$ cat src/rk4u_pkg.sv
// ----------------------------------------------------------------------------
// rk4u_pkg
// Shared constants, types and helpers for the rk4 stage update pipeline.
// ----------------------------------------------------------------------------
`default_nettype none

package rk4u_pkg;

    localparam int unsigned DEPTH  = 256;
    localparam int unsigned IDX_W  = 8;
    localparam int unsigned VAL_W  = 32;
    localparam int unsigned DT_W   = 31;
    localparam int unsigned SUM_W  = 35;   // k1 + 2k2 + 2k3 + k4
    localparam int unsigned MAG_W  = 48;   // scaled increment magnitude
    localparam int unsigned SAT_W  = 50;   // base +/- increment
    localparam int unsigned PL_W   = DT_W + VAL_W;
    localparam int unsigned PH_W   = DT_W + SUM_W - VAL_W;

    // pipeline stage map
    localparam int unsigned PREFIX_STEPS = 5;
    localparam int unsigned ST_SCALE     = 2;
    localparam int unsigned ST_DIV       = 6;
    localparam int unsigned ST_OUT       = 13;
    localparam int unsigned STAGES       = 13;

    localparam logic [DT_W-1:0] DT_RESET = 31'd65536;

    localparam logic [2:0] OP_STAGE1 = 3'd1;
    localparam logic [2:0] OP_STAGE2 = 3'd2;
    localparam logic [2:0] OP_STAGE3 = 3'd3;
    localparam logic [2:0] OP_STAGE4 = 3'd4;

    localparam logic [MAG_W-1:0] EVEN_MASK = 48'h5555_5555_5555;
    localparam logic [MAG_W-1:0] ODD_MASK  = 48'hAAAA_AAAA_AAAA;

    localparam logic signed [SAT_W-1:0] POS_MAX =
        {{(SAT_W-VAL_W+1){1'b0}}, {(VAL_W-1){1'b1}}};
    localparam logic signed [SAT_W-1:0] NEG_MIN = ~POS_MAX;

    typedef struct packed {
        logic [2:0]              op;
        logic                    neg;
        logic signed [VAL_W-1:0] base;
    } t_tag;

    typedef struct packed {
        logic signed [VAL_W-1:0] start;
        logic signed [VAL_W-1:0] k1;
        logic signed [VAL_W-1:0] k2;
        logic signed [VAL_W-1:0] k3;
    } t_store_rd;

    // n mod 3: base-4 digits are each worth 1 mod 3
    function automatic logic [1:0] mod3(input logic [MAG_W-1:0] n);
        logic [4:0] ev;
        logic [4:0] od;
        logic [6:0] t;
        logic [3:0] u;
        logic [2:0] w;
        logic [1:0] r;
        ev = 5'($countones(n & EVEN_MASK));
        od = 5'($countones(n & ODD_MASK));
        t  = {2'b00, ev} + {1'b0, od, 1'b0};
        u  = {2'b00, t[1:0]} + {2'b00, t[3:2]} + {2'b00, t[5:4]} + {3'b000, t[6]};
        w  = {1'b0, u[1:0]} + {1'b0, u[3:2]};
        if (w >= 3'd6) begin
            r = 2'd0;
        end else if (w >= 3'd3) begin
            r = 2'(w - 3'd3);
        end else begin
            r = w[1:0];
        end
        return r;
    endfunction

endpackage

`default_nettype wire

$ cat src/rk4u_div3.sv
// ----------------------------------------------------------------------------
// rk4u_div3
// Exact division by three: remove n mod 3, then multiply by the inverse of
// three modulo 2^48 through a chain of shift-and-add stages.
// ----------------------------------------------------------------------------
`default_nettype none

module rk4u_div3
    import rk4u_pkg::*;
(
    input  wire logic                      i_clk,
    input  wire logic [PREFIX_STEPS+1:0]   i_adv,
    input  wire t_tag                      i_tag,
    input  wire logic [MAG_W-1:0]          i_val,
    output t_tag                           o_tag,
    output logic [MAG_W-1:0]               o_mag
);

    logic [MAG_W-1:0] r_y   [PREFIX_STEPS+1];
    t_tag             r_tag [PREFIX_STEPS+1];
    logic [MAG_W-1:0] r_mag;
    t_tag             r_tag_out;

    // stage 6: make the dividend a multiple of three
    always_ff @(posedge i_clk) begin
        if (i_adv[0]) begin
            r_tag[0] <= i_tag;
            if (i_tag.op == OP_STAGE4) begin
                r_y[0] <= i_val - MAG_W'(mod3(i_val));
            end else begin
                r_y[0] <= i_val;
            end
        end
    end

    // stages 7..11: y * (1 + 4)(1 + 4^2)(1 + 4^4)(1 + 4^8)(1 + 4^16)
    for (genvar g = 0; g < PREFIX_STEPS; g++) begin : g_prefix
        always_ff @(posedge i_clk) begin
            if (i_adv[g+1]) begin
                r_tag[g+1] <= r_tag[g];
                if (r_tag[g].op == OP_STAGE4) begin
                    r_y[g+1] <= r_y[g] + (r_y[g] << (2 << g));
                end else begin
                    r_y[g+1] <= r_y[g];
                end
            end
        end
    end

    // stage 12: 0x5555..5 is minus one third, so negate
    always_ff @(posedge i_clk) begin
        if (i_adv[PREFIX_STEPS+1]) begin
            r_tag_out <= r_tag[PREFIX_STEPS];
            if (r_tag[PREFIX_STEPS].op == OP_STAGE4) begin
                r_mag <= MAG_W'(0) - r_y[PREFIX_STEPS];
            end else begin
                r_mag <= r_y[PREFIX_STEPS];
            end
        end
    end

    assign o_tag = r_tag_out;
    assign o_mag = r_mag;

endmodule

`default_nettype wire

$ cat config.mk
export PLATFORM = sky130hd
export DESIGN_NAME = rk4u_div3
export DESIGN_NICKNAME = d
export VERILOG_FILES = /design/src/rk4u_pkg.sv /design/src/rk4u_div3.sv
export SDC_FILE = /design/constraint.sdc
export NUM_CORES = 1
export LEC_CHECK = 0
export BUFFER_PORTS_ARGS = -buffer_cell sky130_fd_sc_hd__clkbuf_2
export CORE_ASPECT_RATIO = 0.5
export CORE_MARGIN = 5
export CORE_UTILIZATION = 50
export DETAILED_ROUTE_END_ITERATION = 12
export GPL_ROUTABILITY_DRIVEN = 0
export PLACE_DENSITY = 0.67
export REMOVE_ABC_BUFFERS = 1
export SETUP_SLACK_MARGIN = 0.4
export SYNTH_ARGS = -nofsm -noshare
export SYNTH_HDL_FRONTEND = slang
export SYNTH_SLANG_ARGS = --single-unit
$ cat constraint.sdc
create_clock -name i_clk -period 35.5 [get_ports i_clk]
set_clock_uncertainty 0.2 [all_clocks]
set_input_delay 1.775 -clock i_clk [delete_from_list [all_inputs] [get_ports i_clk]]
set_output_delay 1.775 -clock i_clk [all_outputs]
set_load 0.1 [all_outputs]
==> flow_metrics.tcl <==
set metrics [dict create \
    dr.first_iter.drc_count 1322 \
    cts-root-buf "clkbuf_16" \
    stdcell_count 3802 \
    grt_pass1_vias 20600 \
    portBuffers 175 \
    io_pins 176 \
    ys_top_cells_by_area "edfxtp_1, ha_1, a21oi_1" \
    grt_max_degree 85 \
    drc_errors 0 \
    yosysTopAreaCellShare_pct 55.0 \
    dp_hpwl_mm 49.5 \
    synth.distinct_cells 80 \
    status "finished, final reports clean" \
    avgSynthCellArea_um2 11.7 \
    synth_most_common_cell "edfxtp_1" \
    area_growth_syn_to_layout_pct 11.0 \
    hold_slack_ns 0.194 \
    period_minus_slack_ns 12.68 \
    layout.filler_cells 5273 \
    multi_input_comb_area_um2 13600 \
    antenna_found_initial 0 \
    netlist_area_um2 32100 \
    drv_slew 0 \
    num_rows 65 \
    worstPathRequired_ns 35.64 \
    cts_tree "done" \
    end_kind "flop" \
    post_cts_resize_count 0 \
    clock_path_buffers 3 \
    start_kind "input port" \
    core_region_area_um2 63300 \
    rsz0062_at_grt "no" \
    die_area_um2 69600 \
    drive_gt1_share_pct 10.2 \
    clk_pin_slew_worst_paths_ns 0.07 \
    h-tree-depth 2 \
    nNetsFinal 3256 \
    hold_class "flop to flop" \
    dp.cells 3702 \
    ys_ff_latch 588 \
    synth_edf_count 588 \
    cts_buffers 54 \
    grt_pass1_wl_mm 108 \
    avgRoutedWirePerCell_um 17.5 \
    overflow 0 \
    fin_tns_setup_ns 0 \
    netlist.top_cell.by_area "edfxtp_1" \
    ys_seq_area_share_pct 55.0 \
    max_slew_margin_pct 27.2 \
    path_class "input port to flop" \
    crit_buf_inv 7 \
    drtPass1Iterations 5 \
    die_w_um 368 \
    clock_latency_ns 0.62 \
    cp_slowest_cell "fa_1" \
    initial_utilization_pct 50.7 \
    insertedDiodeCount 0 \
    hold_buffers 0 \
    cts_sinks 588 \
    yosysWarnings 0 \
    maxCapViolCount 0 \
    max_slew.worst_pin.slew_ns 1.09 \
    cp_common_cell "fa_1" \
    synth_flop_cell "edfxtp_1" \
    setup_viol 0 \
    cp.arrival_ns 12.82 \
    totalWireLength_mm 66.7 \
    regToRegSetupSlack_ns 31.10 \
    synth_common_cells "edfxtp_1, a21oi_1, nor2_1, nand2_1, ha_1" \
    syn_inst 2751 \
    path_max_fanout 6 \
    post_cts_buffers 0 \
    die_h_um 189 \
    hold_violations 0 \
    fmax_mhz 78.9 \
    fin_crit_sh_pct 35.7 \
    critical_path.top_delay_family "adder cells" \
    antenna_left 0 \
    vias 21200 \
    gr-usage-all-layers_pct 19.0 \
    via_per_inst 5.57 \
    crit_path_max_incr_delay_ns 0.60 \
    ff_latch_area_um2 17700 \
    synth-async-reset-ratio_pct 0 \
]
==> worst register-to-register path, stage by stage, from the launching register on <==
cell	delay (ns)
edfxtp_1	0.42
ha_1	0.20
inv_1	0.06
fa_1	0.38
nand2b_1	0.21
a211oi_1	0.26
nor2_1	0.13
a211o_1	0.36
a2111oi_0	0.82
a41oi_1	0.39
o211ai_1	0.30
a31oi_1	0.13
xor2_1	0.13
o21ai_0	0.10
==> cell type report <==
class / instances / share of cell area [%]
Sequential cell: 588 / 49.6
Multi-Input combinational cell: 1950 / 38.2
Clock buffer: 62 / 3.88
Tap cell: 837 / 2.94
Timing Repair Buffer: 189 / 2.80
Inverter: 138 / 1.46
Clock inverter: 38 / 1.09
==> path summary, 6_finish.rpt <==
| check | start | end | depth (start not counted) |
|---|---|---|---|
| setup reg to reg | r_y[1][8] | r_y[1][94] | 13 |
| hold / removal | r_tag[2][10] | r_tag[3][10] | 0 |
| setup / recovery | i_val[1] | r_y[0][44] | 42 |
| hold reg to reg | r_tag[2][10] | r_tag[3][10] | 0 |
==> cells by family after synthesis <==
kind of cell	after synthesis	share of synthesized area (%)
flip-flops	588	55.0
AND/OR/NAND/NOR	740	11.2
XOR/XNOR	238	6.50
buffers and inverters	213	2.54
adder cells (fa/ha/maj)	243	10.5
AO/OA/AOI/OAI	721	13.9
multiplexers	8	0.257
==> sequential cells by signal, indices dropped and copies added (netlist names) <==
register and flops:
o_mag 48, r_tag 216, o_tag 36, r_y 288
==> cells in the final DEF (no fill, tap or decap), types with 45 or more instances in the layout <==
cell       instances
inv_1            138
ha_1             198
a21o_1            97
xor2_1           119
edfxtp_1         588
nor2_1           225
fa_1              45
nor3_1            48
xnor2_1          119
o21ai_0          143
nand2_1          212
clkbuf_2         168
clkbuf_16         54
a21oi_1          275
==> per-layer routing <==
metal	track usage (%)	share of wire (%)
met2	30.9	45
met1	26.9	46
met4	5.28	2.7
met5	0	0
met3	2.66	5.8
==> metrics by stage <==
stage	utilization [%]	area, µm²	setup slack (ns)
after floorplan	-	31800	23.11
after global placement	53.5	33800	22.43
after detailed placement	53.5	33800	22.17
after CTS	56.3	35600	22.80
after global routing	56.3	35600	22.15
final	56.3	35600	22.82
Power is left out: the tool's default activity adds up to more than one toggle a clock period on the data nets, which glitch-free logic cannot reach.
