==> src/rk4u_pkg.sv <==
// ----------------------------------------------------------------------------
// rk4u_pkg
// Shared constants, types and helpers for the rk4 stage update pipeline.
// ----------------------------------------------------------------------------
`default_nettype none

package rk4u_pkg;

    localparam int unsigned DEPTH  = 256;
    localparam int unsigned IDX_W  = 8;
    localparam int unsigned VAL_W  = 32;
    localparam int unsigned DT_W   = 31;
    localparam int unsigned SUM_W  = 35;   // k1 + 2k2 + 2k3 + k4
    localparam int unsigned MAG_W  = 48;   // scaled increment magnitude
    localparam int unsigned SAT_W  = 50;   // base +/- increment
    localparam int unsigned PL_W   = DT_W + VAL_W;
    localparam int unsigned PH_W   = DT_W + SUM_W - VAL_W;

    // pipeline stage map
    localparam int unsigned PREFIX_STEPS = 5;
    localparam int unsigned ST_SCALE     = 2;
    localparam int unsigned ST_DIV       = 6;
    localparam int unsigned ST_OUT       = 13;
    localparam int unsigned STAGES       = 13;

    localparam logic [DT_W-1:0] DT_RESET = 31'd65536;

    localparam logic [2:0] OP_STAGE1 = 3'd1;
    localparam logic [2:0] OP_STAGE2 = 3'd2;
    localparam logic [2:0] OP_STAGE3 = 3'd3;
    localparam logic [2:0] OP_STAGE4 = 3'd4;

    localparam logic [MAG_W-1:0] EVEN_MASK = 48'h5555_5555_5555;
    localparam logic [MAG_W-1:0] ODD_MASK  = 48'hAAAA_AAAA_AAAA;

    localparam logic signed [SAT_W-1:0] POS_MAX =
        {{(SAT_W-VAL_W+1){1'b0}}, {(VAL_W-1){1'b1}}};
    localparam logic signed [SAT_W-1:0] NEG_MIN = ~POS_MAX;

    typedef struct packed {
        logic [2:0]              op;
        logic                    neg;
        logic signed [VAL_W-1:0] base;
    } t_tag;

    typedef struct packed {
        logic signed [VAL_W-1:0] start;
        logic signed [VAL_W-1:0] k1;
        logic signed [VAL_W-1:0] k2;
        logic signed [VAL_W-1:0] k3;
    } t_store_rd;

    // n mod 3: base-4 digits are each worth 1 mod 3
    function automatic logic [1:0] mod3(input logic [MAG_W-1:0] n);
        logic [4:0] ev;
        logic [4:0] od;
        logic [6:0] t;
        logic [3:0] u;
        logic [2:0] w;
        logic [1:0] r;
        ev = 5'($countones(n & EVEN_MASK));
        od = 5'($countones(n & ODD_MASK));
        t  = {2'b00, ev} + {1'b0, od, 1'b0};
        u  = {2'b00, t[1:0]} + {2'b00, t[3:2]} + {2'b00, t[5:4]} + {3'b000, t[6]};
        w  = {1'b0, u[1:0]} + {1'b0, u[3:2]};
        if (w >= 3'd6) begin
            r = 2'd0;
        end else if (w >= 3'd3) begin
            r = 2'(w - 3'd3);
        end else begin
            r = w[1:0];
        end
        return r;
    endfunction

endpackage

`default_nettype wire

==> src/rk4u_scale.sv <==
// ----------------------------------------------------------------------------
// rk4u_scale
// Slope sum, magnitude, dt multiply and rounding of the increment.
// ----------------------------------------------------------------------------
`default_nettype none

module rk4u_scale
    import rk4u_pkg::*;
(
    input  wire logic                    i_clk,
    input  wire logic [3:0]              i_adv,
    input  wire logic [DT_W-1:0]         i_dt,
    input  wire logic [2:0]              i_op,
    input  wire logic signed [VAL_W-1:0] i_v,
    input  wire logic signed [VAL_W-1:0] i_x,
    input  wire t_store_rd               i_rd,
    output t_tag                         o_tag,
    output logic [MAG_W-1:0]             o_val
);

    logic signed [SUM_W-1:0] r2_sum;
    logic signed [VAL_W-1:0] r2_v;
    t_tag                    r2_tag;
    t_tag                    n2_tag;

    t_tag                    r3_tag;
    t_tag                    n3_tag;
    logic [SUM_W-1:0]        r3_a;
    logic [SUM_W-1:0]        n3_a;
    logic [VAL_W-1:0]        v_mag;

    t_tag                    r4_tag;
    logic [PL_W-1:0]         r4_pl;
    logic [PH_W-1:0]         r4_ph;

    t_tag                    r5_tag;
    logic [MAG_W-1:0]        r5_val;
    logic [MAG_W-1:0]        n5_val;
    logic [PL_W:0]           half_sum;
    logic [PL_W:0]           full_sum;
    logic [SAT_W-1:0]        q_sum;

    // stage 2: weighted slope sum and base selection
    always_comb begin
        n2_tag      = '0;
        n2_tag.op   = i_op;
        case (i_op)
            OP_STAGE2, OP_STAGE3, OP_STAGE4: begin
                n2_tag.base = i_rd.start;
            end
            default: begin
                n2_tag.base = i_x;
            end
        endcase
    end

    always_ff @(posedge i_clk) begin
        if (i_adv[0]) begin
            r2_sum <= SUM_W'(i_rd.k1) + (SUM_W'(i_rd.k2) <<< 1)
                    + (SUM_W'(i_rd.k3) <<< 1) + SUM_W'(i_v);
            r2_v   <= i_v;
            r2_tag <= n2_tag;
        end
    end

    // stage 3: sign and magnitude of the multiplicand
    assign v_mag = r2_v[VAL_W-1] ? $unsigned(-r2_v) : $unsigned(r2_v);

    always_comb begin
        n3_tag     = r2_tag;
        n3_tag.neg = 1'b0;
        n3_a       = '0;
        case (r2_tag.op)
            OP_STAGE1, OP_STAGE2, OP_STAGE3: begin
                n3_tag.neg = r2_v[VAL_W-1];
                n3_a       = SUM_W'(v_mag);
            end
            OP_STAGE4: begin
                n3_tag.neg = r2_sum[SUM_W-1];
                n3_a       = r2_sum[SUM_W-1] ? $unsigned(-r2_sum) : $unsigned(r2_sum);
            end
            default: begin
                n3_a = '0;
            end
        endcase
    end

    always_ff @(posedge i_clk) begin
        if (i_adv[1]) begin
            r3_tag <= n3_tag;
            r3_a   <= n3_a;
        end
    end

    // stage 4: dt times magnitude, split at bit 32
    always_ff @(posedge i_clk) begin
        if (i_adv[2]) begin
            r4_tag <= r3_tag;
            r4_pl  <= PL_W'(i_dt) * PL_W'(r3_a[VAL_W-1:0]);
            r4_ph  <= PH_W'(i_dt) * PH_W'(r3_a[SUM_W-1:VAL_W]);
        end
    end

    // stage 5: round half away on the magnitude; for the last stage form
    // (floor(p / 2^16) + 3) / 2, still to be divided by 3
    assign half_sum = {1'b0, r4_pl} + (PL_W+1)'(64'h1_0000);
    assign full_sum = {1'b0, r4_pl} + (PL_W+1)'(64'h8000);
    assign q_sum    = (SAT_W'(r4_ph) << 16) + SAT_W'(r4_pl >> 16) + SAT_W'(3);

    always_comb begin
        case (r4_tag.op)
            OP_STAGE1, OP_STAGE2: begin
                n5_val = MAG_W'(half_sum >> 17);
            end
            OP_STAGE3: begin
                n5_val = MAG_W'(full_sum >> 16);
            end
            OP_STAGE4: begin
                n5_val = q_sum[MAG_W:1];
            end
            default: begin
                n5_val = '0;
            end
        endcase
    end

    always_ff @(posedge i_clk) begin
        if (i_adv[3]) begin
            r5_tag <= r4_tag;
            r5_val <= n5_val;
        end
    end

    assign o_tag = r5_tag;
    assign o_val = r5_val;

endmodule

`default_nettype wire

==> config.mk <==
export PLATFORM = sky130hd
export DESIGN_NAME = rk4u_scale
export DESIGN_NICKNAME = d
export VERILOG_FILES = /design/src/rk4u_pkg.sv /design/src/rk4u_scale.sv
export SDC_FILE = /design/constraint.sdc
export NUM_CORES = 2
export LEC_CHECK = 0
export BUFFER_PORTS_ARGS = -buffer_cell sky130_fd_sc_hd__buf_2
export CAP_MARGIN = 20
export CORE_MARGIN = 2
export CORE_UTILIZATION = 40
export CTS_CLUSTER_DIAMETER = 60
export DETAILED_ROUTE_END_ITERATION = 7
export PLACE_DENSITY_LB_ADDON = 0.25
export SYNTH_ARGS = -nofsm -noshare
export SYNTH_HDL_FRONTEND = slang
export SYNTH_SLANG_ARGS = --single-unit
==> constraint.sdc <==
create_clock -name i_clk -period 9.6 [get_ports i_clk]
set_input_delay 1.44 -clock i_clk [delete_from_list [all_inputs] [get_ports i_clk]]
set_output_delay 1.44 -clock i_clk [all_outputs]
set_load 0.05 [all_outputs]
==> summary.md <==
| Metric | Value |
|---|---|
| Status | complete, no violations |
| Worst-path clk slew | 0.06 ns |
| Yosys top cell area share | 0.356 |
| Post-synth top area cell | fa_1 |
| Unrepaired setup endpoints after global routing | false |
| Initial antenna violation count | 15 |
| Post-CTS Resized | 0 |
| Setup Fix Bufs, Post-CTS | 0 |
| Clock latency on the worst-skew pair | 0.62 ns |
| Drt pass-1 iters | 6 |
| Fin cells | 7449 |
| R2r endpoint | r4_pl[47] |
| Filler cell count in the final layout | 12900 |
| Crit path largest cell delay | 0.53 ns |
| Starting DRT DRC Count | 2535 |
| Ys flop type | edfxtp_1 |
| Cells after DPL | 7356 |
| Synth async-reset ratio | 0 |
| Crit Path Category | primary input to flop |
| H-tree Lvls | 2 |
| Post-synthesis cell count | 5384 |
| Critical Path Source | i_dt[4] |
| Most frequent cell after synthesis | fa_1 |
| Area occupied by registers | 11200 um^2 |
| DR top layer | met5 |
| Via count | 38600 |
| First-pass GRT wire length | 236000 um |
| Clock Path Buffers | 3 |
| Synth top cells by count | fa_1 (961), inv_1 (906), nand2_1 (705), and2_1 (553), edfxtp_1 (374) |
| Crit-path slowest cell | fa_1 |
| Final setup vio count | 0 |
| Worst EP required | 9.97 ns |
| Met3 routed WL | 11100 um |
| Residual DRC | 0 |
| Area of the mapped netlist | 54000 um^2 |
| Die Span Y | 371 um |
| Clk root buf | clkbuf_16 |
| Max-slew violation count | 0 |
| Top post-synthesis cells by area | fa_1 (36%), edfxtp_1 (21%), ha_1 (8.2%) |
| Min-Delay Path Class | flop to flop |
| HPWL Detailed | 121000 um |
| Metal1 wirelength | 66900 um |
| Port Buffers | 314 |
| Die area | 138000 um^2 |
| Met2 WL | 68500 um |
| Max Clock Skew | 0.0310 ns |
| Seq/Total Area, Yosys | 0.208 |
| FF-to-FF path depth | 26 |
| Crit share post-route | 0.915 |
| Critical Path End | r4_pl[62] |
| Relative slew slack | 0.220 |
| Critical path data arrival time | 9.15 ns |
| Total GRT Usage | 0.221 |
| Syn_nets | 6930 |
| Worst path depth | 27 |
| Via count of the first global-routing pass | 41100 |
| Yosys cell types | 70 |
| Hold_buf cts | 0 |
| Sink Count | 374 |
| GPL Wtd Cong | 0.940 |
| Max-cap viol count | 0 |
| Die width | 371 um |
| Nets | 7187 |
| WL final | 150000 um |
| Flop-to-flop setup slack | 0.96 ns |
| Synth-to-layout area growth | 10.7% |
| Worst-margin pin slew | 1.17 ns |
| GRT overflow | 0 |
| Row Count | 134 |
| Crit Path Max Fanout | 22 |
| Number of vias per cell | 5.19 |
| Worst Path Buf+Inv | 6 |
| Reg2reg start | r3_a[12] |
| #FFs+latches synth | 374 |
| Core region area | 134000 um^2 |
| Most used cell along the critical path | fa_1 |
| Setup TNS | 0 ns |
| Share of layout cells above drive strength 1 | 0.107 |
| Mean Syn Cell Area | 10.0 um^2 |
| Yosys warning count | 0 |
| Startpoint types | primary input |
| Fin. Hold Viols | 0 |
| TritonCTS Buffers | 48 |
| Multi-input logic area | 38400 um^2 |
| Tmin final | 8.78 ns |
| DR WL/cell | 20.1 um |
| EDFF count, synth | 374 |
| Cell family with most CP delay | adder cells |
| Initial core utilization | 0.404 |
| Ports | 315 |
| Final core utilization | 0.447 |
| Largest net degree at the start of global routing | 79 |
| Max Freq | 114 MHz |
| CP Capture Type | flop |
| CTS tree | yes |
| Post-route ant nets | 0 |
[state kept, by name (all words and copies together), names as in the netlist]
register and flops:
n3_tag 35, o_tag 36, o_val 48, r2_sum 35, r2_v 32, r3_a 35
r3_tag 36, r4_ph 33, r4_pl 48, r4_tag 36
[how the worst min path moves through the flow]
stage | from | to | slack (ns) | cells after the start
6_report | n3_tag[28] | r3_tag[28] | 0.41 | 0
5_1_grt | r3_tag[29] | r4_tag[29] | 0.42 | 0
4_1_cts | n3_tag[28] | r3_tag[28] | 0.42 | 0
3_5_place_dp | r4_tag[26] | o_tag[26] | 0.40 | 0
3_3_place_gp | r3_tag[17] | r4_tag[17] | 0.40 | 0
2_1_floorplan | r4_tag[0] | o_tag[0] | 0.40 | 0
[logic make-up (layout without fill, tap and decap cells)]
| family | Yosys count | after routing | synth area share |
|---|---|---|---|
| DFF | 374 | 374 | 0.208 |
| xor gates and xnor gates | 271 | 271 | 0.0440 |
| and+or+nand+nor | 1628 | 1628 | 0.150 |
| other | 0 | 1 | 0 |
| muxes | 36 | 36 | 0.00742 |
| buffers and inverters | 1172 | 1468 | 0.0819 |
| adders and majority gates | 1315 | 1315 | 0.438 |
| AOI/OAI and AO/OA | 588 | 588 | 0.0701 |
[final cells by class]
cell class / count / area share
multi-input combinational: 3838 / 0.642
sequential: 374 / 0.188
inverter: 906 / 0.0569
timing repair buffer: 473 / 0.0498
tap: 1768 / 0.0370
clock buffer: 56 / 0.0206
clock inverter: 33 / 0.00572
antenna: 1 / 0.0000419
[cells in the final DEF (no fill, tap or decap), drive strengths merged, types with 10 or more instances in the layout]
cell type / synthesis / final
o22ai: 42 / 42
nand4: 37 / 37
o211ai: 13 / 13
or4: 18 / 18
xor2: 139 / 139
ha: 354 / 354
inv: 906 / 916
nor2: 115 / 115
xnor2: 132 / 132
nand2: 705 / 705
edfxtp: 374 / 374
a21oi: 141 / 141
and2: 553 / 553
nand3: 48 / 48
nor2b: 20 / 20
nand2b: 10 / 10
a21o: 70 / 70
o21bai: 29 / 29
or3: 16 / 16
a31oi: 25 / 25
clkbuf: 258 / 56
and3: 30 / 30
mux2: 32 / 32
o21ai: 125 / 125
o21a: 15 / 15
o221ai: 13 / 13
o31ai: 24 / 24
nor3: 41 / 41
a22oi: 21 / 21
clkinv: 0 / 17
fa: 961 / 961
buf: 7 / 473
[per-stage QoR]
step	setup WS (ns)	cell area [um^2]	hold WS, ns
6_report	0.817	59700	0.415
2_1_floorplan	0.621	54000	0.400
3_3_place_gp	0.299	58100	0.400
5_1_grt	0.391	59700	0.421
4_1_cts	0.826	59700	0.416
3_5_place_dp	0.133	58100	0.405
[layer usage]
layer,vias to the layer above,GRT usage
li1,17500,-
met1,19600,0.311
met2,1270,0.354
met3,210,0.0454
met4,18,0.0468
met5,-,0
Power is left out: the tool's default activity adds up to more than one toggle a clock period on the data nets, which glitch-free logic cannot reach.
